===== src/hdl/apafe_pkg.sv =====
// Package for the LED frame encoder: command codes, queue entry type and
// frame constants. Depends on nothing; every other file imports it.
`default_nettype none

package apafe_pkg;

  // Field widths of the item channels.
  localparam int unsigned CmdWidth    = 2;
  localparam int unsigned SampleWidth = 8;
  localparam int unsigned ByteWidth   = 8;
  localparam int unsigned LedSelWidth = 4;
  localparam int unsigned ChSelWidth  = 2;
  localparam int unsigned BrightWidth = 5;

  // Frame layout constants.
  localparam logic [ByteWidth-1:0] HeaderMark = 8'hE0;
  localparam logic [ByteWidth-1:0] ZeroByte   = 8'h00;
  localparam int unsigned StartBytes  = 4;
  localparam int unsigned EndDivisor  = 16;
  localparam int unsigned NumChannels = 3;

  // Queue between the front and the back.
  localparam int unsigned QDepth  = 2;
  localparam int unsigned QPtrW   = 1;
  localparam int unsigned QCountW = 2;

  // Configuration register map.
  localparam int unsigned AddrWidth = 3;
  localparam int unsigned DataWidth = 32;
  localparam logic RegBrightness = 1'b0;  // word index of the brightness register

  typedef enum logic [CmdWidth-1:0] {
    CmdSample  = 2'd0,
    CmdChannel = 2'd1,
    CmdLed     = 2'd2,
    CmdNone    = 2'd3
  } cmd_e;

  typedef enum logic [ChSelWidth-1:0] {
    ChRed   = 2'd0,
    ChGreen = 2'd1,
    ChBlue  = 2'd2,
    ChSpare = 2'd3
  } chan_e;

  // One sample write plus frame request, as handed from front to back.
  typedef struct packed {
    logic [LedSelWidth-1:0] led;
    logic [ChSelWidth-1:0]  chan;
    logic [SampleWidth-1:0] sample;
  } entry_t;

endpackage

`default_nettype wire


===== src/hdl/apafe_queue.sv =====
// Two-entry queue of pending sample writes between front and back of the
// LED frame encoder. Depends on apafe_pkg.
`default_nettype none

module apafe_queue
  import apafe_pkg::*;
(
  input  wire logic   clk_i,
  input  wire logic   rst_ni,
  input  wire logic   push_i,
  input  wire entry_t entry_i,
  output      logic   full_o,
  input  wire logic   pop_i,
  output      logic   empty_o,
  output      entry_t entry_o
);

  entry_t             mem_q [QDepth];
  logic [QPtrW-1:0]   wr_ptr_q, rd_ptr_q;
  logic [QCountW-1:0] count_q, count_d;

  assign full_o  = (count_q == QCountW'(QDepth));
  assign empty_o = (count_q == '0);
  assign entry_o = mem_q[rd_ptr_q];

  always_comb begin
    count_d = count_q;
    priority if (push_i && !pop_i) begin
      count_d = count_q + 1'b1;
    end else if (pop_i && !push_i) begin
      count_d = count_q - 1'b1;
    end
  end

  always_ff @(posedge clk_i or negedge rst_ni) begin
    if (!rst_ni) begin
      wr_ptr_q <= '0;
      rd_ptr_q <= '0;
      count_q  <= '0;
    end else begin
      if (push_i) wr_ptr_q <= wr_ptr_q + 1'b1;
      if (pop_i)  rd_ptr_q <= rd_ptr_q + 1'b1;
      count_q <= count_d;
    end
  end

  always_ff @(posedge clk_i) begin
    if (push_i) begin
      mem_q[wr_ptr_q] <= entry_i;
    end
  end

endmodule

`default_nettype wire


===== config.mk =====
export PLATFORM = sky130hd
export DESIGN_NAME = apafe_queue
export DESIGN_NICKNAME = d
export VERILOG_FILES = /design/src/hdl/apafe_pkg.sv /design/src/hdl/apafe_queue.sv
export SDC_FILE = /design/constraint.sdc
export NUM_CORES = 1
export LEC_CHECK = 0
export BUFFER_PORTS_ARGS = -buffer_cell sky130_fd_sc_hd__buf_2
export CORE_UTILIZATION = 48
export CTS_BUF_LIST = sky130_fd_sc_hd__clkbuf_2 sky130_fd_sc_hd__clkbuf_4 sky130_fd_sc_hd__clkbuf_8
export CTS_CLUSTER_SIZE = 12
export DETAILED_ROUTE_END_ITERATION = 10
export HOLD_SLACK_MARGIN = 0.15
export PLACE_DENSITY = 0.77
export SLEW_MARGIN = 20
export SYNTH_ARGS = -nofsm -noshare
export SYNTH_HDL_FRONTEND = slang
export SYNTH_SLANG_ARGS = --single-unit

===== constraint.sdc =====
create_clock -name clk_i -period 1.3 [get_ports clk_i]
set_input_delay 0.195 -clock clk_i [delete_from_list [all_inputs] [get_ports clk_i]]
set_output_delay 0.195 -clock clk_i [all_outputs]
set_load 0.01 [all_outputs]

==> results.cfg <==
[floorplan]
pin_count = 34
dieArea_um2 = 2810
start_util_pct = 50.5
chipWidth_um = 53.0
rows = 18
die_h_um = 53.0
core_region_area_um2 = 2480

[logic_synthesis]
synthCells = 60
ys_types = 13
syn_area_um2 = 1250
ys_seq_area_share_pct = 75.3
ys_ff_latch = 32
synth_fp_nets = 79
ys_warn_count = 0
synth.avg_cell_area_um2 = 20.8

[detailed_routing]
vias = 722
drcViolationCount = 0
drtIter0Drc = 4
ant_nets = 0
drt-total-wl_um = 2250
viasPerCell = 4.72
first_pass_iters = 4
post_drt_wl_per_cell_um = 14.7

[critical_path]
crit_path_max_incr_delay_ps = 410
start_kind = flip-flop
reg2reg_slack_ps = 130
worstSetupPathType = flip-flop to output pin
worstPathArrival_ps = 1360
cpMostUsedCell = buf_6
r2r-end = mem_q[1][6]
crit_required_ps = 1110
slowest_stage = dfrtp_1
worstSetupEndpointType = output pin
cp_max_fo = 8
path_cells = buf_6, mux2_4, buf_6
reg2reg_from = wr_ptr_q
reg2reg_depth = 2

[clocking]
clk_pin_slew_worst_paths_ps = 100
htree_levels = 2
cts_tree = done
cts.path.max_buffers = 2
worstSkewPairLatency_ps = 330
cts_root_buf = clkbuf_4
cts_buffers = 5
cts.sinks = 32

[layout]
fill_cells = 172
layout_common_cells = 28 x edfxtp_1, 17 x dlygate4sd3_1, 17 x buf_2
area_growth_pct = 46.1
diodes = 0
final_cells = 153
drive_above_1_share_pct = 51.2
nNetsFinal = 141
layout_commonest_cell = edfxtp_1

[status]
violations = setup timing
outcome = finished with violations

[timing]
setup_slack_ps = -255
fin_crit_sh_pct = 120
clock_skew_ps = 6.78
relSlewSlack_pct = 85.1
clock.fmax_mhz = 643
grt_setup_unrepaired = true
report.final.slew_viol_count = 0
hold_violations = 0
fin_tns_setup_ps = -3470
worstMarginPinSlew_ps = 223
fin_crit_ps = 1550
setup_viol_count_final = 14

[placement]
place.detailed.hpwl_um = 1360
port_buffers = 33
gp_congestion = 0.595
numPlacedInstances = 127

[grt]
grt_pass1_wl_um = 3440
track_usage_pct = 19.6
grt_max_degree = 11
grt_pass1_vias = 712
overflow = 0
antenna_found_initial = 0

[power]
power_density_nw_per_um2 = 1970
p_leak_nw = 0.780
ir_drop_uv = 1350
p_total_mw = 3.59

[min_path]
hold_path_class = input pin to asynchronous set/reset pin

[flow_run]
maxCapViolCount = 0
[logic make-up after synthesis]
family	Yosys count	synth area share, %
simple gates	5	2.10
mux	14	15.3
xor+xnor	5	3.50
flops	32	75.3
buf+inv	3	2.80
fa+ha+maj	1	1.00
[Yosys cell counts, drive strengths merged]
master / number / area share (%)
xnor2: 1 / 0.70
inv: 1 / 0.30
mux2: 14 / 15
nor2b: 2 / 1.0
and2: 1 / 0.50
dfrtp: 4 / 8.0
xor2: 4 / 2.8
ha: 1 / 1.0
edfxtp: 28 / 67
nor2: 2 / 0.60
buf: 2 / 2.5
[worst max-delay path: cells and delay by family, from the launching register on]
kind	cells	cell delay [ps]
mux	1	320
flops	1	410
buf+inv	2	300
[state kept, by name, summed over array words and instances, names as in the netlist]
name and count:
wr_ptr_q 1, count_q 2, rd_ptr_q 1, mem_q 28
[layer usage]
metal / wire length, um / share of wire (%) / global-route usage [%]
met5: 0 / 0 / 0
met4: 28 / 1.2 / 9.21
met3: 98 / 4.4 / 9.48
met2: 1240 / 55 / 33.3
met1: 883 / 39 / 20.1
[repair_timing]
action	CTS	global route
setup endpoints to repair	14	16
pin swaps	0	2
buffers inserted	1	2
hold endpoints to repair	34	0
gates resized for setup	21	0
hold buffers	17	0
[report_power, final]
part	total (mW)	switching (mW)	internal (mW)	leakage, nW
Sequential	1.49	0.112	1.38	0.309
Combinational	1.52	0.599	0.923	0.433
Clock	0.580	0.323	0.257	0.0380
Total	3.59	1.03	2.56	0.780
[final cells by class]
| type | count | area [um^2] | area share, % |
|---|---|---|---|
| timing repair buffer | 57 | 488 | 26.7 |
| clock buffer | 6 | 51.3 | 2.81 |
| inverter | 1 | 3.75 | 0.205 |
| multi-input combinational | 25 | 295 | 16.2 |
| clock inverter | 2 | 10.0 | 0.548 |
| sequential | 32 | 941 | 51.5 |
| tap | 30 | 37.5 | 2.05 |
[how the worst max path moves through the flow]
stage               startpoint     endpoint  slack, ps  cells after the start
floorplan             wr_ptr_q  mem_q[0][0]        110                      1
global placement      rd_ptr_q  entry_o[10]        130                      3
detailed placement    rd_ptr_q  entry_o[10]        110                      3
CTS                   rd_ptr_q  entry_o[10]       -250                      3
global route          rd_ptr_q  entry_o[12]       -310                      3
finish                rd_ptr_q   entry_o[4]       -250                      3
[metrics by stage]
stage / cell area, um^2 / setup WS [ps] / utilization, % / hold slack (ps)
6_report: 1830 / -255 / 73.7 / 204
5_1_grt: 1830 / -312 / 73.7 / 179
4_1_cts: 1820 / -246 / 73.5 / 174
3_5_place_dp: 1470 / 109 / 59.3 / 6.90
3_3_place_gp: 1470 / 127 / 59.3 / 4.34
2_1_floorplan: 1250 / 111 / - / -101
Power figures use the tool's default switching activity.
