<file path="src/hdl/apafe_pkg.sv">
// Package for the LED frame encoder: command codes, queue entry type and
// frame constants. Depends on nothing; every other file imports it.
`default_nettype none

package apafe_pkg;

  // Field widths of the item channels.
  localparam int unsigned CmdWidth    = 2;
  localparam int unsigned SampleWidth = 8;
  localparam int unsigned ByteWidth   = 8;
  localparam int unsigned LedSelWidth = 4;
  localparam int unsigned ChSelWidth  = 2;
  localparam int unsigned BrightWidth = 5;

  // Frame layout constants.
  localparam logic [ByteWidth-1:0] HeaderMark = 8'hE0;
  localparam logic [ByteWidth-1:0] ZeroByte   = 8'h00;
  localparam int unsigned StartBytes  = 4;
  localparam int unsigned EndDivisor  = 16;
  localparam int unsigned NumChannels = 3;

  // Queue between the front and the back.
  localparam int unsigned QDepth  = 2;
  localparam int unsigned QPtrW   = 1;
  localparam int unsigned QCountW = 2;

  // Configuration register map.
  localparam int unsigned AddrWidth = 3;
  localparam int unsigned DataWidth = 32;
  localparam logic RegBrightness = 1'b0;  // word index of the brightness register

  typedef enum logic [CmdWidth-1:0] {
    CmdSample  = 2'd0,
    CmdChannel = 2'd1,
    CmdLed     = 2'd2,
    CmdNone    = 2'd3
  } cmd_e;

  typedef enum logic [ChSelWidth-1:0] {
    ChRed   = 2'd0,
    ChGreen = 2'd1,
    ChBlue  = 2'd2,
    ChSpare = 2'd3
  } chan_e;

  // One sample write plus frame request, as handed from front to back.
  typedef struct packed {
    logic [LedSelWidth-1:0] led;
    logic [ChSelWidth-1:0]  chan;
    logic [SampleWidth-1:0] sample;
  } entry_t;

endpackage

`default_nettype wire

</file>
<file path="src/hdl/apafe_back.sv">
// Back of the LED frame encoder: applies queued sample writes to the color
// store and streams the frame bytes. Depends on apafe_pkg.
`default_nettype none

module apafe_back
  import apafe_pkg::*;
#(
  parameter int unsigned NUM_LEDS = 3
) (
  input  wire logic                   clk_i,
  input  wire logic                   rst_ni,
  input  wire logic [BrightWidth-1:0] bright_i,
  input  wire logic                   q_empty_i,
  input  wire entry_t                 q_entry_i,
  output      logic                   q_pop_o,
  output      logic                   out_valid_o,
  input  wire logic                   out_ready_i,
  output      logic [ByteWidth-1:0]   out_byte_o,
  output      logic                   out_last_o
);

  localparam int unsigned LedBytes   = 4 * NUM_LEDS;
  localparam int unsigned EndBytes   = (NUM_LEDS + EndDivisor - 1) / EndDivisor;
  localparam int unsigned FrameBytes = StartBytes + LedBytes + EndBytes;
  localparam int unsigned CntW       = $clog2(FrameBytes);
  localparam int unsigned LedIdxW    = (NUM_LEDS > 1) ? $clog2(NUM_LEDS) : 1;

  typedef enum logic {
    StIdle,
    StSend
  } state_e;

  state_e                 state_q;
  logic [CntW-1:0]        cnt_q;
  logic                   valid_q, valid_d;
  logic [ByteWidth-1:0]   byte_q;
  logic                   last_q;
  logic [ByteWidth-1:0]   colors_q [NUM_LEDS][NumChannels];

  logic                   out_free;
  logic                   emit;
  logic                   write_en;
  logic [LedIdxW-1:0]     wr_idx;
  logic [CntW-1:0]        rel;
  logic [LedIdxW-1:0]     rd_idx;
  logic [1:0]             sub;
  logic [ByteWidth-1:0]   gen_byte;
  logic                   gen_last;

  assign out_free = !valid_q || out_ready_i;
  assign q_pop_o  = (state_q == StIdle) && !q_empty_i;
  assign emit     = (state_q == StSend) && out_free;

  // A write to an LED or channel outside the store is dropped; the frame still goes out.
  assign write_en = q_pop_o && (q_entry_i.led < LedSelWidth'(NUM_LEDS))
                            && (q_entry_i.chan < ChSelWidth'(NumChannels));
  assign wr_idx   = q_entry_i.led[LedIdxW-1:0];

  assign rel      = cnt_q - CntW'(StartBytes);
  assign rd_idx   = LedIdxW'(rel >> 2);
  assign sub      = rel[1:0];
  assign gen_last = (cnt_q == CntW'(FrameBytes - 1));

  // The output register empties when taken and refills on every emitted byte.
  always_comb begin
    valid_d = valid_q;
    if (out_ready_i) valid_d = 1'b0;
    if (emit) valid_d = 1'b1;
  end

  always_comb begin
    gen_byte = ZeroByte;
    if (cnt_q >= CntW'(StartBytes) && cnt_q < CntW'(StartBytes + LedBytes)) begin
      unique case (sub)
        2'd0: gen_byte = HeaderMark | {{(ByteWidth-BrightWidth){1'b0}}, bright_i};
        2'd1: gen_byte = colors_q[rd_idx][ChBlue];
        2'd2: gen_byte = colors_q[rd_idx][ChGreen];
        2'd3: gen_byte = colors_q[rd_idx][ChRed];
        default: gen_byte = ZeroByte;
      endcase
    end
  end

  always_ff @(posedge clk_i or negedge rst_ni) begin
    if (!rst_ni) begin
      state_q <= StIdle;
      cnt_q   <= '0;
      valid_q <= 1'b0;
    end else begin
      valid_q <= valid_d;
      unique case (state_q)
        StIdle: begin
          if (!q_empty_i) begin
            state_q <= StSend;
            cnt_q   <= '0;
          end
        end
        StSend: begin
          if (out_free) begin
            cnt_q <= cnt_q + 1'b1;
            if (gen_last) state_q <= StIdle;
          end
        end
        default: state_q <= StIdle;
      endcase
    end
  end

  always_ff @(posedge clk_i) begin
    if (emit) begin
      byte_q <= gen_byte;
      last_q <= gen_last;
    end
  end

  always_ff @(posedge clk_i or negedge rst_ni) begin
    if (!rst_ni) begin
      for (int i = 0; i < NUM_LEDS; i++) begin
        for (int c = 0; c < NumChannels; c++) begin
          colors_q[i][c] <= ZeroByte;
        end
      end
    end else if (write_en) begin
      colors_q[wr_idx][q_entry_i.chan] <= q_entry_i.sample;
    end
  end

  assign out_valid_o = valid_q;
  assign out_byte_o  = byte_q;
  assign out_last_o  = last_q;

endmodule

`default_nettype wire
</file>
<file path="config.mk">
export PLATFORM = sky130hd
export DESIGN_NAME = apafe_back
export DESIGN_NICKNAME = d
export VERILOG_FILES = /design/src/hdl/apafe_pkg.sv /design/src/hdl/apafe_back.sv
export SDC_FILE = /design/constraint.sdc
export NUM_CORES = 1
export LEC_CHECK = 0
export BUFFER_PORTS_ARGS = -buffer_cell sky130_fd_sc_hd__buf_2
export CAP_MARGIN = 0
export CORE_MARGIN = 4
export CORE_UTILIZATION = 45
export DETAILED_ROUTE_END_ITERATION = 10
export PLACE_DENSITY = 0.65
export SLEW_MARGIN = 20
export SYNTH_ARGS = -nofsm -noshare
export SYNTH_HDL_FRONTEND = slang
export SYNTH_SLANG_ARGS = --single-unit
</file>
<file path="constraint.sdc">
create_clock -name clk_i -period 2.98 [get_ports clk_i]
set_input_delay 0.596 -clock clk_i [delete_from_list [all_inputs] [get_ports clk_i]]
set_output_delay 0.596 -clock clk_i [all_outputs]
set_load 0.01 [all_outputs]
</file>
==> impl_metrics.yaml, run 1 <==
grt:
  grt_antenna_before_repair: 0
  top_usage_layer: "met2"
  use_met1_pct: 25.71
  grt_usage_pct: 18.21
  grt_overflow_total: 0
  grt_start_max_net_pins: 80
  grt_pass1_vias: 2765
  use_met3_pct: 4.407
  grt_first_pass_wirelength_um: 15210
  grtUsageMet2_pct: 27.21
clock_network:
  postCtsSetupRepairBufs: 0
  cts_hold_buf: 0
  ctsResizeCount: 0
  clk_pin_slew_worst_paths_ns: 0.09
  cts_root_buf: "clkbuf_8"
  clkLatencyLatePin_ns: 0.35
  cts_htree_levels: 3
  clock-sinks: 88
  cts_tree: "built"
  cts_buffer_depth: 2
  cts_buffers: 9
power_and_ir_drop:
  p_seq_share_pct: 42.3
  pwr-share-comb_pct: 35.2
  p_switching_mw: 1.250
  switching_share_pct: 38.14
  p_clk_share_pct: 22.4
  p_leak_nw: 2.295
  intPower_mw: 2.028
  ir_drop_uv: 484.1
  p_per_area_nw_per_um2: 706.6
sta:
  rsz0062_at_grt: "false"
  setup_viol: 0
  worst_slew_pin_slew_ns: 0.9960
  finalClockSkew_ns: 0.008979
  slew_headroom_pct: 33.60
  finalCriticalPeriod_ns: 2.350
  drv_slew: 0
  fmax_mhz: 425.5
  finalHoldViolations: 0
  fin_crit_sh_pct: 78.87
  tns_ns: 0
yosys:
  yosysWarnings: 0
  synth_cell_types: 33
  syn_area_per_cell_sq_um: 12.93
  syn_nets: 354
  synth_seq_area_share_pct: 53.79
  synth_cells: 323
  synth_top_area_share_pct: 47.32
  synth_area_sq_um: 4178
  yosys-top-cells-area: "dfrtp_1 (47%), mux2_2 (23%), edfxtp_1 (6.5%), a22o_1 (3.4%), ha_1 (2.4%)"
  synth-seq-cells: 88
  synth_top_area_cell: "dfrtp_1"
cells_and_area:
  nFillCells: 768
  drive_above_1_share_pct: 41.55
  syn2layout_area_growth_pct: 11.05
  layout.nets: 387
  finalNonFillerCells: 469
  design_area_sq_um: 4639
  antenna_cells: 0
route:
  viasPerCell: 5.652
  ant_nets: 0
  via_count: 2651
  dr.pass1.iters: 4
  routedWlPerCell_um: 20.01
  drt-total-wl_um: 9384
  drc: 0
  drt_iter0_markers: 99
setup_path:
  cp.arrival_ns: 2.52
  cp_num_buf_inv: 2
  critical_path.top_delay_family: "simple AND/OR/NAND/NOR gates"
  required_ns: 3.15
  criticalPathCategory: "register to register"
  cp_slowest_cell: "nor2b_1"
  slowest_delay_ns: 0.65
  crit_chain: "inv_1 > ha_1 > buf_12 > nor2b_1 > a32oi_1 > a21oi_1"
  startpoint_type: "register"
  path_max_fanout: 33
  crit_path_end_kind: "register"
placement:
  routabilityCongestion: 0.7623
  dp.cells: 453
  dpl-instance-area_sq_um: 4467
  port_buffers: 33
  hpwl_um: 6146
outcome:
  status: "finished clean"
floorplanning:
  rows: 34
  die_area_sq_um: 10890
  initial_core_util_pct: 46.99
  io_pins: 34
  core_sq_um: 8891
  fp.dieW_um: 104.4
  die_y_um: 104.4
min_path:
  holdCritPathClass: "primary input to asynchronous set/reset pin"
run:
  cap_violations: 0
-- through the flow --
stage | util [%] | setup slack (ns) | power [mW] | hold slack [ns]
5_1_grt | 52.18 | 0.5109 | 3.464 | 0.4584
3_5_place_dp | 50.24 | 0.3970 | 2.561 | 0.4791
6_report | 52.18 | 0.6298 | 3.278 | 0.3800
4_1_cts | 52.18 | 0.6383 | 3.311 | 0.4299
2_1_floorplan | - | 0.1741 | 2.134 | 0.3004
3_3_place_gp | 50.24 | 0.4147 | 2.551 | 0.4754
-- per-layer routing --
| layer | wire length (um) | up-vias |
|---|---|---|
| met4 | 125 | 0 |
| met3 | 537 | 11 |
| met5 | 0 | - |
| met2 | 4352 | 69 |
| met1 | 4368 | 1329 |
| li1 | - | 1242 |
-- Yosys cell counts (all sizes together) --
master,n
and4,1
or3,1
and2,1
mux2i,10
o21ai,9
nand2b,2
inv,5
nor2,4
or2,1
and2b,1
xnor2,1
nor3b,2
nor2b,5
nand4,1
or4,1
a22o,16
nor3,1
buf,6
a21oi,17
mux2,88
dfrtp,79
nand2,32
o31ai,1
a211oi,1
nand3,2
edfxtp,9
a32oi,8
clkbuf,10
ha,8
-- cell type report --
class | count | area, sq um | share of cell area (%)
clock buffer | 10 | 127.6 | 2.751
clock inverter | 6 | 45.04 | 0.9709
inverter | 5 | 18.77 | 0.4045
multi-input combinational | 214 | 1848 | 39.83
sequential | 88 | 2247 | 48.44
tap | 108 | 135.1 | 2.913
timing repair buffer | 38 | 217.7 | 4.693
-- path summary, 6_finish.rpt --
check                                  start            end  slack, ns  cells past startpoint
worst max register to register      cnt_q[3]  out_byte_o[0]       0.63                      6
worst max-delay path                cnt_q[3]  out_byte_o[0]       0.63                      6
max in group asynchronous             rst_ni   colors_q[23]       1.94                      1
min in group clk_i              colors_q[48]   colors_q[48]       0.49                      1
worst min-delay path                  rst_ni   colors_q[41]       0.38                      1
worst min register to register  colors_q[48]   colors_q[48]       0.49                      1
-- cell families (layout without fill, tap and decap cells) --
family                   count (synthesis)  in the layout  share of synthesized area (%)
multiplexers                            98             98                          26.12
adder cells (fa/ha/maj)                  8              8                          2.396
XOR/XNOR                                 1              1                         0.2097
AO/OA/AOI/OAI                           52             52                          8.506
flip-flops                              88             88                          53.79
AND/OR/NAND/NOR                         55             55                          7.008
buffers and inverters                   21             59                          1.976
-- placed cells by master (no fill, tap or decap), drive strengths merged, types with 2 or more instances in the layout --
cell type	n
mux2	88
dfrtp	79
buf	38
nand2	32
a21oi	17
a22o	16
mux2i	10
clkbuf	10
o21ai	9
edfxtp	9
a32oi	8
ha	8
inv	6
nor2b	5
nor2	4
clkinv	3
nand2b	2
nor3b	2
nand3	2
clkinvlp	2
-- power by group through the flow --
stage	Combinational (mW)	Clock (mW)	Sequential [mW]
floorplan	0.704	0	1.43
global placement	1.14	0	1.41
detailed placement	1.15	0	1.41
CTS	1.15	0.768	1.39
global route	1.25	0.813	1.40
finish	1.15	0.736	1.39
-- state kept, by name, indices dropped and copies added (netlist names) --
register / count
colors_q: 72
out_byte_o: 8
cnt_q: 5
out_last_o: 1
out_valid_o: 1
state_q: 1
No activity file was read; power rests on OpenSTA's default activity.
==> run 2: changes to the inputs <==
- PLACE_DENSITY: 0.65 -> not set
- clock period: 2.98 -> 2.25 ns (I/O delays scaled with it)
==> run 2 against run 1 <==
Compared with the run above: worst hold slack gained 0.025 ns; power grew 38%; register-to-register slack lost 0.51 ns; combinational power grew 37%; sequential share of layout area shrank 1.5 points; design area grew 3.1%; global-route usage grew 0.97 points; via count grew 3.2%; sequential cell count is the same; count of clock-buffer cells in the layout is the same; die area is the same; critical path type unchanged; largest power group unchanged; highest routed layer unchanged.
==> impl_metrics.yaml, run 2 (same netlist as run 1, synthesis figures left out) <==
outcome:
  status: "finished clean"
cells_and_area:
  largest_register_ffs: 72
  layout.nets: 398
  mostFrequentLayoutCell: "mux2_2"
  nFillCells: 790
  fin_util_pct: 53.80
  mostFrequentLayoutCells: "mux2_2 (87), dfrtp_1 (79), buf_2 (32), nand2_1 (26), a21oi_1 (17)"
  design_area_sq_um: 4783
  antenna_cells: 0
  drive_above_1_share_pct: 43.82
  top_register: "colors_q"
  syn2layout_area_growth_pct: 14.50
sta:
  fin_crit_sh_pct: 94.74
  drv_slew: 0
  rsz0062_at_grt: "false"
  tns_ns: 0
  finalClockSkew_ns: 0.01164
  finalHoldViolations: 0
  slew_headroom_pct: 38.29
  worst_slew_pin_slew_ns: 0.9257
  finalCriticalPeriod_ns: 2.132
  fmax_mhz: 469.1
  setup_viol: 0
placement:
  port_buffers: 33
  hpwl_um: 6759
  routabilityCongestion: 0.8256
  dpl-instance-area_sq_um: 4567
route:
  viasPerCell: 5.702
  drt-total-wl_um: 9747
  routedWlPerCell_um: 20.31
  via_count: 2737
  drt_iter0_markers: 150
  ant_nets: 0
  drc: 0
  dr.pass1.iters: 4
setup_path:
  cp.arrival_ns: 2.23
  path_max_fanout: 28
  r2r_setup_slack_ns: 0.12
  required_ns: 2.35
  criticalPathCategory: "register to register"
  startpoint_type: "register"
  crit_path_end_kind: "register"
clock_network:
  clock-sinks: 88
  cts_buffers: 9
  cts_root_buf: "clkbuf_8"
  clk_pin_slew_worst_paths_ns: 0.10
  cts_htree_levels: 3
  cts_buffer_depth: 2
  cts_tree: "built"
  clkLatencyLatePin_ns: 0.36
  postCtsSetupRepairBufs: 0
power_and_ir_drop:
  ir_drop_uv: 877.9
  p_leak_nw: 2.382
  p_per_area_nw_per_um2: 948.8
  p_total_mw: 4.539
floorplanning:
  fp.dieW_um: 104.4
  rows: 34
  initial_core_util_pct: 46.99
  io_pins: 34
  die_y_um: 104.4
  core_sq_um: 8891
  die_area_sq_um: 10890
run:
  cap_violations: 0
grt:
  grt_pass1_vias: 2867
  grt_start_max_net_pins: 60
  grt_usage_pct: 19.18
  grt_antenna_before_repair: 0
  grt_overflow_total: 0
  grt_first_pass_wirelength_um: 16130
min_path:
  holdCritPathClass: "primary input to register"
==> run 2: layout make-up <==
cell class / count / area (sq um) / area share, %
multi-input cells: 214 / 1851 / 38.69
well taps: 108 / 135.1 / 2.825
clock buffers: 10 / 148.9 / 3.113
flip-flops and latches: 88 / 2247 / 46.98
repair buffers: 49 / 327.8 / 6.853
inverters: 5 / 18.77 / 0.3924
clock inverters: 6 / 55.05 / 1.151
==> run 2: per-layer routing <==
layer / vias to the layer above / routed length [um] / global-route usage [%] / part of all wire (%)
met5: - / 0 / 0 / 0
met4: 0 / 168 / 6.173 / 1.7
met3: 16 / 396 / 4.097 / 4.1
met2: 53 / 4756 / 30.67 / 49
met1: 1404 / 4426 / 26.07 / 45
li1: 1264 / - / - / -
==> run 2: what timing repair did <==
| item | 4_1_cts | 5_1_grt |
|---|---|---|
| hold buffers | 1 | 0 |
| endpoints found under the setup margin | 0 | 1 |
| hold endpoints to repair | 20 | 0 |
| gates resized for setup | 0 | 1 |
==> run 2: final timing paths <==
kind                            endpoint          from  depth (start not counted)
max in group asynchronous   colors_q[49]        rst_ni                          3
hold reg to reg             colors_q[48]  colors_q[48]                          1
setup reg to reg           out_byte_o[0]      cnt_q[3]                          7
hold / removal               out_valid_o   out_ready_i                          3
setup / recovery           out_byte_o[0]      cnt_q[3]                          7
min in group asynchronous   colors_q[10]        rst_ni                          2
==> run 2: report_power, final <==
part / leakage [nW] / internal (mW) / switching (mW)
logic: 1.10 / 0.583 / 1.00
registers: 1.18 / 1.76 / 0.0709
clock network: 0.107 / 0.495 / 0.627
total: 2.38 / 2.84 / 1.70
==> run 2: per-stage QoR <==
| stage | hold slack, ns | cells | setup slack (ns) |
|---|---|---|---|
| floorplan | 0.1544 | 323 | 0.009745 |
| global placement | 0.3603 | 463 | 0.03858 |
| detailed placement | 0.3647 | 463 | -0.0005942 |
| CTS | 0.3943 | 480 | 0.1106 |
| global route | 0.4408 | 480 | 0.02762 |
| finish | 0.4046 | 480 | 0.1183 |
==> run 2: critical path: stages, from the launching register on <==
cell and delay (ns):
dfrtp_1 0.37, inv_1 0.07, ha_1 0.31, buf_12 0.20
mux2_2 0.36, a22o_1 0.25, a21oi_1 0.17, a21oi_1 0.12
