===== src/hdl/apafe_pkg.sv =====
// Package for the LED frame encoder: command codes, queue entry type and
// frame constants. Depends on nothing; every other file imports it.
`default_nettype none

package apafe_pkg;

  // Field widths of the item channels.
  localparam int unsigned CmdWidth    = 2;
  localparam int unsigned SampleWidth = 8;
  localparam int unsigned ByteWidth   = 8;
  localparam int unsigned LedSelWidth = 4;
  localparam int unsigned ChSelWidth  = 2;
  localparam int unsigned BrightWidth = 5;

  // Frame layout constants.
  localparam logic [ByteWidth-1:0] HeaderMark = 8'hE0;
  localparam logic [ByteWidth-1:0] ZeroByte   = 8'h00;
  localparam int unsigned StartBytes  = 4;
  localparam int unsigned EndDivisor  = 16;
  localparam int unsigned NumChannels = 3;

  // Queue between the front and the back.
  localparam int unsigned QDepth  = 2;
  localparam int unsigned QPtrW   = 1;
  localparam int unsigned QCountW = 2;

  // Configuration register map.
  localparam int unsigned AddrWidth = 3;
  localparam int unsigned DataWidth = 32;
  localparam logic RegBrightness = 1'b0;  // word index of the brightness register

  typedef enum logic [CmdWidth-1:0] {
    CmdSample  = 2'd0,
    CmdChannel = 2'd1,
    CmdLed     = 2'd2,
    CmdNone    = 2'd3
  } cmd_e;

  typedef enum logic [ChSelWidth-1:0] {
    ChRed   = 2'd0,
    ChGreen = 2'd1,
    ChBlue  = 2'd2,
    ChSpare = 2'd3
  } chan_e;

  // One sample write plus frame request, as handed from front to back.
  typedef struct packed {
    logic [LedSelWidth-1:0] led;
    logic [ChSelWidth-1:0]  chan;
    logic [SampleWidth-1:0] sample;
  } entry_t;

endpackage

`default_nettype wire


===== src/hdl/apafe_front.sv =====
// Front of the LED frame encoder: takes items, keeps the selectors and the
// button parity flags, and queues sample writes. Depends on apafe_pkg.
`default_nettype none

module apafe_front
  import apafe_pkg::*;
#(
  parameter int unsigned NUM_LEDS = 3
) (
  input  wire logic                   clk_i,
  input  wire logic                   rst_ni,
  input  wire logic                   in_valid_i,
  output      logic                   in_ready_o,
  input  wire logic [CmdWidth-1:0]    in_command_i,
  input  wire logic [SampleWidth-1:0] in_sample_i,
  input  wire logic                   q_full_i,
  output      logic                   q_push_o,
  output      entry_t                 q_entry_o
);

  logic [ChSelWidth-1:0]  chan_q, chan_d;
  logic [LedSelWidth-1:0] led_q, led_d;
  logic                   chan_par_q, chan_par_d;
  logic                   led_par_q, led_par_d;
  logic                   accept;
  cmd_e                   cmd;
  logic [ChSelWidth:0]    chan_inc;
  logic [LedSelWidth:0]   led_inc;

  assign in_ready_o = !q_full_i;
  assign accept     = in_valid_i && !q_full_i;
  assign cmd        = cmd_e'(in_command_i);
  assign chan_inc   = {1'b0, chan_q} + 1'b1;
  assign led_inc    = {1'b0, led_q} + 1'b1;

  always_comb begin
    chan_d     = chan_q;
    led_d      = led_q;
    chan_par_d = chan_par_q;
    led_par_d  = led_par_q;
    q_push_o   = 1'b0;
    if (accept) begin
      unique case (cmd)
        CmdChannel: begin
          if (chan_par_q) begin
            chan_d = (chan_inc >= (ChSelWidth+1)'(NumChannels)) ? ChRed
                                                                : chan_inc[ChSelWidth-1:0];
          end
          chan_par_d = !chan_par_q;
        end
        CmdLed: begin
          if (led_par_q) begin
            led_d  = (led_inc >= (LedSelWidth+1)'(NUM_LEDS)) ? '0
                                                             : led_inc[LedSelWidth-1:0];
            chan_d = ChRed;
          end
          led_par_d = !led_par_q;
        end
        CmdSample: q_push_o = 1'b1;
        default:   ;
      endcase
    end
  end

  assign q_entry_o = '{led: led_q, chan: chan_q, sample: in_sample_i};

  always_ff @(posedge clk_i or negedge rst_ni) begin
    if (!rst_ni) begin
      chan_q     <= ChRed;
      led_q      <= '0;
      chan_par_q <= 1'b1;
      led_par_q  <= 1'b1;
    end else begin
      chan_q     <= chan_d;
      led_q      <= led_d;
      chan_par_q <= chan_par_d;
      led_par_q  <= led_par_d;
    end
  end

endmodule

`default_nettype wire


===== config.mk =====
export PLATFORM = sky130hd
export DESIGN_NAME = apafe_front
export DESIGN_NICKNAME = d
export VERILOG_FILES = /design/src/hdl/apafe_pkg.sv /design/src/hdl/apafe_front.sv
export SDC_FILE = /design/constraint.sdc
export NUM_CORES = 1
export LEC_CHECK = 0
export ABC_CLOCK_PERIOD_IN_PS = 1650
export BUFFER_PORTS_ARGS = -buffer_cell sky130_fd_sc_hd__buf_4
export CAP_MARGIN = 20
export CELL_PAD_IN_SITES_DETAIL_PLACEMENT = 0
export CELL_PAD_IN_SITES_GLOBAL_PLACEMENT = 1
export CORE_AREA = 2 2 50 43
export DETAILED_ROUTE_END_ITERATION = 8
export DIE_AREA = 0 0 52 45
export PLACE_DENSITY_LB_ADDON = 0.1
export SLEW_MARGIN = 15
export SYNTH_ARGS = -nofsm -noshare
export SYNTH_HDL_FRONTEND = slang
export SYNTH_SLANG_ARGS = --single-unit

===== constraint.sdc =====
create_clock -name clk_i -period 1.65 [get_ports clk_i]
set_input_delay 0.0825 -clock clk_i [delete_from_list [all_inputs] [get_ports clk_i]]
set_output_delay 0.0825 -clock clk_i [all_outputs]
set_load 0.02 [all_outputs]

==> summary.txt, run 1 <==
Outcome
  – Outcome: complete, no violations

Detailed routing
  – WL final: 963 microns
  – Vias/cell: 4.390
  – Initial drt markers: 0
  – Average routed wire per standard cell: 11.74 microns
  – Router iterations before antenna repair: 1
  – Detail Route Antenna Nets: 0
  – Drt drc: 0
  – Vias: 360

STA
  – RSZ-0062 raised after global routing: false
  – Slew Viols, Final: 0
  – Setup TNS: 0 ps
  – Setup Skew: 6.197 ps
  – Worst-Margin Slew: 174.9 ps
  – Setup violations, final: 0
  – Hold Fails Final Rpt: 0
  – Fmax achieved: 796.1 MHz
  – Tmin final: 1256 ps
  – Worst hold slack: 165.0 ps
  – Final Cycle Share: 76.13%
  – Final worst slack: 393.8 ps
  – Worst relative slew slack: 88.25%

Final layout
  – Fin cells: 82
  – Area grow syn2layout: 21.39%
  – Final Core Density: 32.66%
  – Antenna Cells: 0
  – Nets: 75
  – Multi-input logic area: 211.5 sq um
  – Post-route cell area: 589.3 sq um
  – Sequential Area: 202.7 sq um
  – Layout cells sized above 1: 39.66%
  – FILL cells: 195

Pwr
  – Static leakage: 0.2880 nW
  – Worst vdd ir: 0.5410 mV
  – Power Total: 0.8188 mW
  – Total power per unit cell area: 1389 nW/um^2

Synth
  – Post-Synthesis Cells: 48
  – Yosys cell types: 22
  – Mapped Area: 485.5 sq um
  – Post-synthesis sequential area ratio: 41.75%
  – Synth area leader: dfrtp_1
  – Post-synth top area share: 30.93%
  – Syn Nets: 64
  – Synth top area cells: dfrtp_1, buf_4, dfstp_2
  – Mean Syn Cell Area: 10.11 sq um
  – Ys Warns: 0
  – Number of synthesized register bits: 8

CTS
  – CTS H-tree lvls: 1
  – Clock latency on the worst-skew pair: 250 ps
  – Clock tree from TritonCTS: built
  – Clk buf depth: 2
  – TritonCTS Buffers: 3
  – Root Driver: clkbuf_4
  – Num Clock Sinks: 8
  – Post-CTS Resized: 0
  – Clk slew on worst S/H paths: 60 ps

Die
  – Site Rows: 14
  – IO Count: 30
  – Initial Utilization: 26.91%
  – Full die area: 2340 sq um
  – Core area: 1804 sq um
  – Chip Width: 52 microns
  – Die Span Y: 45 microns

Worst setup path
  – CP arrival: 1450 ps
  – Reg2Reg Setup Slack: 390 ps
  – Slowest stage delay, CP: 420 ps
  – Critical Path End Type: register
  – Worst path depth: 4
  – Crit path launch type: register
  – CP bufs+invs: 0
  – Worst Setup EP: led_q[1]$_DFFE_PN0P_
  – R2r endpoint: led_q[1]$_DFFE_PN0P_
  – Reg-to-Reg Start: led_q[1]$_DFFE_PN0P_
  – Cells on worst reg2reg path: 4
  – Worst Path Max Fanout: 5
  – Crit-path leading delay family: flip-flops
  – CP Cell Sequence: ha_1 > or2_2 > o21ai_0 > a32o_2
  – Critical path class: register to register
  – Setup crit start: led_q[1]$_DFFE_PN0P_
  – Slowest-stage cell, CP: dfrtp_1
  – Critical Path RT: 1840 ps

Placed design
  – Placed instance area: 553.0 sq um
  – Placed Instances: 77
  – Dpl ws: 404.0 ps
  – Number of I/O port buffers: 13
  – Gpl congestion: 0.7718

Global routing
  – Total gr overflow: 0
  – First-pass GRT wire length: 1414 microns
  – Largest net degree at the start of global routing: 9
  – Initial antenna violation count: 0
  – Vias in the first global route: 324
  – Total track usage: 8.723%

Hold path
  – Hold crit path type: primary input to output pin

Flow run
  – Maxcap violations: 0
[what timing repair did]
item / in CTS / in global routing
endpoints found under the hold margin: 8 / 0
hold buffers: 1 / 0
setup buffers: 0 / 0
[cell type report]
| cell class | count | share of cell area [%] |
|---|---|---|
| sequential | 8 | 34.39 |
| clock buffer | 4 | 4.459 |
| timing repair buffer | 14 | 18.26 |
| tap | 24 | 5.096 |
| inverter | 3 | 1.911 |
| multi-input combinational | 29 | 35.88 |
[flip-flops by register name, summed over array words and instances, names as in the netlist]
name / flops
chan_par_q: 1
led_q: 4
led_par_q: 1
chan_q: 2
[report_power, final]
group | total (mW) | leakage, nW | switching, mW | internal (mW)
Clock | 0.159 | 0.0150 | 0.0666 | 0.0925
Combinational | 0.300 | 0.172 | 0.153 | 0.147
Sequential | 0.360 | 0.101 | 0.0757 | 0.284
Total | 0.819 | 0.288 | 0.295 | 0.523
[how the worst min path moves through the flow]
stage,start,end,cells past startpoint
final,in_sample_i[5],q_entry_o[5],0
after global routing,in_sample_i[7],q_entry_o[7],0
after CTS,in_sample_i[5],q_entry_o[5],0
after detailed placement,rst_ni,led_q[2]$_DFFE_PN0P_,1
after global placement,rst_ni,led_q[2]$_DFFE_PN0P_,1
after floorplan,rst_ni,chan_q[0]$_DFFE_PN0P_,0
[synth_stat cells]
| cell type | count |
|---|---|
| nand3b_1 | 2 |
| xor2_1 | 2 |
| and2_1 | 2 |
| and4bb_4 | 1 |
| ha_1 | 2 |
| nor2_1 | 3 |
| inv_1 | 3 |
| dfrtp_1 | 6 |
| nand2_1 | 3 |
| a32o_2 | 1 |
| nand2b_1 | 1 |
| nor3_1 | 1 |
| and3_4 | 1 |
| or2_2 | 1 |
| mux2i_1 | 1 |
| a21oi_1 | 2 |
| nand3_1 | 2 |
| o21ai_0 | 2 |
| and4bb_2 | 1 |
| dfstp_2 | 2 |
| a41o_1 | 1 |
| buf_4 | 8 |
[cell families after synthesis]
family | after synthesis | share of synthesized area (%)
AOI/OAI and AO/OA | 6 | 8.505
DFF | 8 | 41.75
adders and majority gates | 2 | 5.154
and+or+nand+nor | 18 | 24.23
buffers and inverters | 11 | 14.69
muxes | 1 | 2.062
xor gates and xnor gates | 2 | 3.609
[layer usage]
layer  track usage [%]  up-vias  share of wire (%)
met4             7.895        0               0.83
li1                  -      179                  -
met1             10.40      165                 46
met5                 0        -                  0
met2             12.15       14                 42
met3             3.311        2                 11
[cell usage in the layout (no fill, tap or decap), drive strengths merged, types with 2 or more instances in the layout]
cell type	n
buf	13
dfrtp	6
clkbuf	4
inv	3
nand2	3
nor2	3
xor2	2
o21ai	2
a21oi	2
nand3b	2
nand3	2
and2	2
ha	2
dfstp	2
and4bb	2
Note: power is estimated with default switching activity, not from simulation.
==> inputs of run 2 (changes only) <==
--- a/config.mk
+++ b/config.mk
@@ -5,14 +5,15 @@
 export SDC_FILE = /design/constraint.sdc
 export NUM_CORES = 1
 export LEC_CHECK = 0
-export ABC_CLOCK_PERIOD_IN_PS = 1650
+export ABC_AREA = 1
+export ABC_CLOCK_PERIOD_IN_PS = 1300
 export BUFFER_PORTS_ARGS = -buffer_cell sky130_fd_sc_hd__buf_4
 export CAP_MARGIN = 20
 export CELL_PAD_IN_SITES_DETAIL_PLACEMENT = 0
 export CELL_PAD_IN_SITES_GLOBAL_PLACEMENT = 1
-export CORE_AREA = 2 2 50 43
+export CORE_AREA = 2 2 52 44
 export DETAILED_ROUTE_END_ITERATION = 8
-export DIE_AREA = 0 0 52 45
+export DIE_AREA = 0 0 54 46
 export PLACE_DENSITY_LB_ADDON = 0.1
 export SLEW_MARGIN = 15
 export SYNTH_ARGS = -nofsm -noshare
==> constraint.sdc (replaced) <==
create_clock -name clk_i -period 1.3 [get_ports clk_i]
set_input_delay 0.065 -clock clk_i [delete_from_list [all_inputs] [get_ports clk_i]]
set_output_delay 0.065 -clock clk_i [all_outputs]
set_load 0.02 [all_outputs]
==> run 2 against run 1 <==
  * Sequential share of layout area shrank 3.2 points
  * Synthesized area increased by 8.2%
  * Worst hold slack lost 42 ps
  * Flip-flop and latch count unchanged
  * Clock-buffer cell count is the same
  * Cell count up 32%
  * Utilization decreased by 0.38 points
  * Synthesized cell count up 50%
  * Non-clock buffer count up 1
  * Setup slack lost 300 ps
  * Sequential power up 22%
  * Critical endpoint is now led_q[0]$_DFFE_PN0P_
  * Largest cell class unchanged
  * Highest routed layer unchanged
==> summary.txt, run 2 <==
Final layout
  – Biggest regs: led_q: 4 flops, chan_q: 2 flops
  – Antenna Cells: 0
  – Max FFs per register: 4
  – Biggest register: led_q
  – Layout cells sized above 1: 31.33%
  – Multi-input logic area: 232.7 sq um
  – Area grow syn2layout: 24.52%
  – Sequential Area: 203.9 sq um
  – Most frequent cells in the layout: nand2_1, buf_4, inv_1
  – Commonest non-fill, non-tap cell in the layout: nand2_1
  – Nets: 100
  – FILL cells: 221

CTS
  – Clk buf depth: 2
  – Setup Buffers After CTS: 0
  – Num Clock Sinks: 8
  – TritonCTS Buffers: 3
  – Clk slew on worst S/H paths: 60 ps
  – Root Driver: clkbuf_4
  – Clock latency on the worst-skew pair: 250 ps
  – Clock tree from TritonCTS: built
  – CTS H-tree lvls: 1

Flow run
  – Maxcap violations: 0

Worst setup path
  – Slowest-stage cell, CP: dfrtp_2
  – Critical Path RT: 1490 ps
  – CP Cell Sequence: inv_2 > ha_4 > inv_1 > nand2_1 > nand3_1 > nor2_2 > nand2_1 > nand2_1
  – Worst Path Max Fanout: 6
  – Critical Path End Type: register
  – Critical path class: register to register
  – Slowest stage delay, CP: 410 ps
  – Most used cell, CP: nand2_1
  – CP arrival: 1400 ps
  – Crit path launch type: register

STA
  – Tmin final: 1211 ps
  – Setup TNS: 0 ps
  – Slew Viols, Final: 0
  – Setup Skew: 7.576 ps
  – Hold Fails Final Rpt: 0
  – Final Cycle Share: 93.14%
  – Setup violations, final: 0
  – Final worst slack: 89.19 ps
  – Worst relative slew slack: 83.93%
  – Worst-Margin Slew: 238.6 ps
  – Fmax achieved: 825.9 MHz

Synth
  – Syn Nets: 88
  – Yosys cell types: 16
  – Mean Syn Cell Area: 7.299 sq um
  – Commonest cells in the netlist: nand2_1, inv_1, nor2_1
  – Number of synthesized register bits: 8
  – Ys Warns: 0
  – Post-synth top area share: 28.57%
  – Post-synth EDFFs: 0
  – Mapped Area: 525.5 sq um
  – Dominant synthesized flop cell: dfrtp_1
  – Synth area leader: dfrtp_1
  – Asr flop ratio synth: 100.0%
  – Post-synthesis sequential area ratio: 38.57%
  – Most common cell in the netlist: nand2_1
  – Synth top area cells: dfrtp_1, buf_4, nand2_1
  – Post-Synthesis Cells: 72

Detailed routing
  – Router iterations before antenna repair: 3
  – Drt drc: 0
  – Initial drt markers: 8
  – Average routed wire per standard cell: 10.39 microns
  – Vias: 438
  – Detail Route Antenna Nets: 0
  – WL final: 1122 microns
  – Vias/cell: 4.056

Die
  – Initial Utilization: 25.93%
  – Full die area: 2484 sq um
  – Site Rows: 15
  – Core area: 2027 sq um
  – Die Span Y: 46 microns
  – IO Count: 30
  – Chip Width: 54 microns

Global routing
  – Largest net degree at the start of global routing: 9
  – Total gr overflow: 0
  – Vias in the first global route: 368
  – Total track usage: 10.70%
  – Initial antenna violation count: 0
  – First-pass GRT wire length: 1738 microns

Placed design
  – Number of I/O port buffers: 13
  – HPWL Detailed: 870.7 microns
  – Gpl congestion: 0.7112
  – Dpl ws: 34.41 ps

Hold path
  – Hold crit path type: primary input to register

Pwr
  – Static leakage: 0.3454 nW
  – Total power per unit cell area: 1746 nW/um^2
  – Worst vdd ir: 0.6283 mV

Outcome
  – Outcome: complete, no violations
## run 2: cell types whose count changed after synthesis, moves of 2 or more
| cell | previous run | this run |
|---|---|---|
| nand2_1 | 3 | 15 |
| nor3_1 | 1 | 3 |
| nor2_1 | 3 | 10 |
| and2_1 | 2 | 0 |
| nand3_1 | 2 | 8 |
| inv_1 | 3 | 11 |
## run 2: area by class of cell
cell class / instances / share of cell area (%)
inverter: 12 / 6.883
clock buffer: 4 / 4.015
sequential: 8 / 31.17
multi-input combinational: 44 / 35.56
timing repair buffer: 15 / 17.59
tap: 25 / 4.780
## run 2: kinds of logic after synthesis
group | count (synthesis) | share of synthesized area, %
AND/OR/NAND/NOR | 39 | 33.10
adder cells (fa/ha/maj) | 2 | 4.761
XOR/XNOR | 1 | 1.667
AO/OA/AOI/OAI | 2 | 1.903
buffers and inverters | 20 | 20.00
flip-flops | 8 | 38.57
## run 2: worst paths after layout
| kind | slack (ps) | start | cells after the start | endpoint |
|---|---|---|---|---|
| min | 120 | in_command_i[1] | 4 | chan_par_q$_DFFE_PN1P_ |
| max reg2reg | 90 | led_q[0]$_DFFE_PN0P_ | 8 | led_q[0]$_DFFE_PN0P_ |
| min in group asynchronous | 170 | rst_ni | 2 | led_q[0]$_DFFE_PN0P_ |
| max | 90 | led_q[0]$_DFFE_PN0P_ | 8 | led_q[0]$_DFFE_PN0P_ |
| min reg2reg | 510 | chan_par_q$_DFFE_PN1P_ | 2 | chan_par_q$_DFFE_PN1P_ |
| max in group asynchronous | 910 | rst_ni | 2 | led_par_q$_DFFE_PN1P_ |
## run 2: what timing repair did
action | 4_1_cts | 5_1_grt
endpoints found under the hold margin | 8 | 0
setup endpoints to repair | 0 | 2
hold buffers | 1 | 0
gates resized for setup | 0 | 3
## run 2: metal layers
metal  track usage [%]  up-vias  wire [microns]
li1                  -      235               -
met1             14.54      186             573
met2             12.20       11             444
met3             6.908        6              84
met4             6.000        0              19
met5                 0        -               0
## run 2: report_power, final
part	leakage, nW	internal, mW	switching (mW)
Combinational	0.232	0.217	0.281
Clock	0.0150	0.118	0.0883
Sequential	0.0985	0.358	0.0813
## run 2: through the flow
stage | util (%) | instances | hold slack (ps) | area (sq um) | total power, mW
final | 32.28 | 108 | 123.3 | 654.4 | 1.143
after global routing | 32.28 | 108 | 117.4 | 654.4 | 1.253
after CTS | 31.54 | 108 | 114.0 | 639.4 | 1.135
after detailed placement | 29.75 | 103 | -103.9 | 603.1 | 0.9149
after global placement | 29.75 | 103 | -104.6 | 603.1 | 0.9159
after floorplan | - | 72 | -230.6 | 526.8 | 0.7618
## run 2: worst max-delay path, delay by kind of cell (launching register included)
kind	cells	cell delay [ps]
adder cells (fa/ha/maj)	1	260
buffers and inverters	2	100
flip-flops	1	410
AND/OR/NAND/NOR	5	390
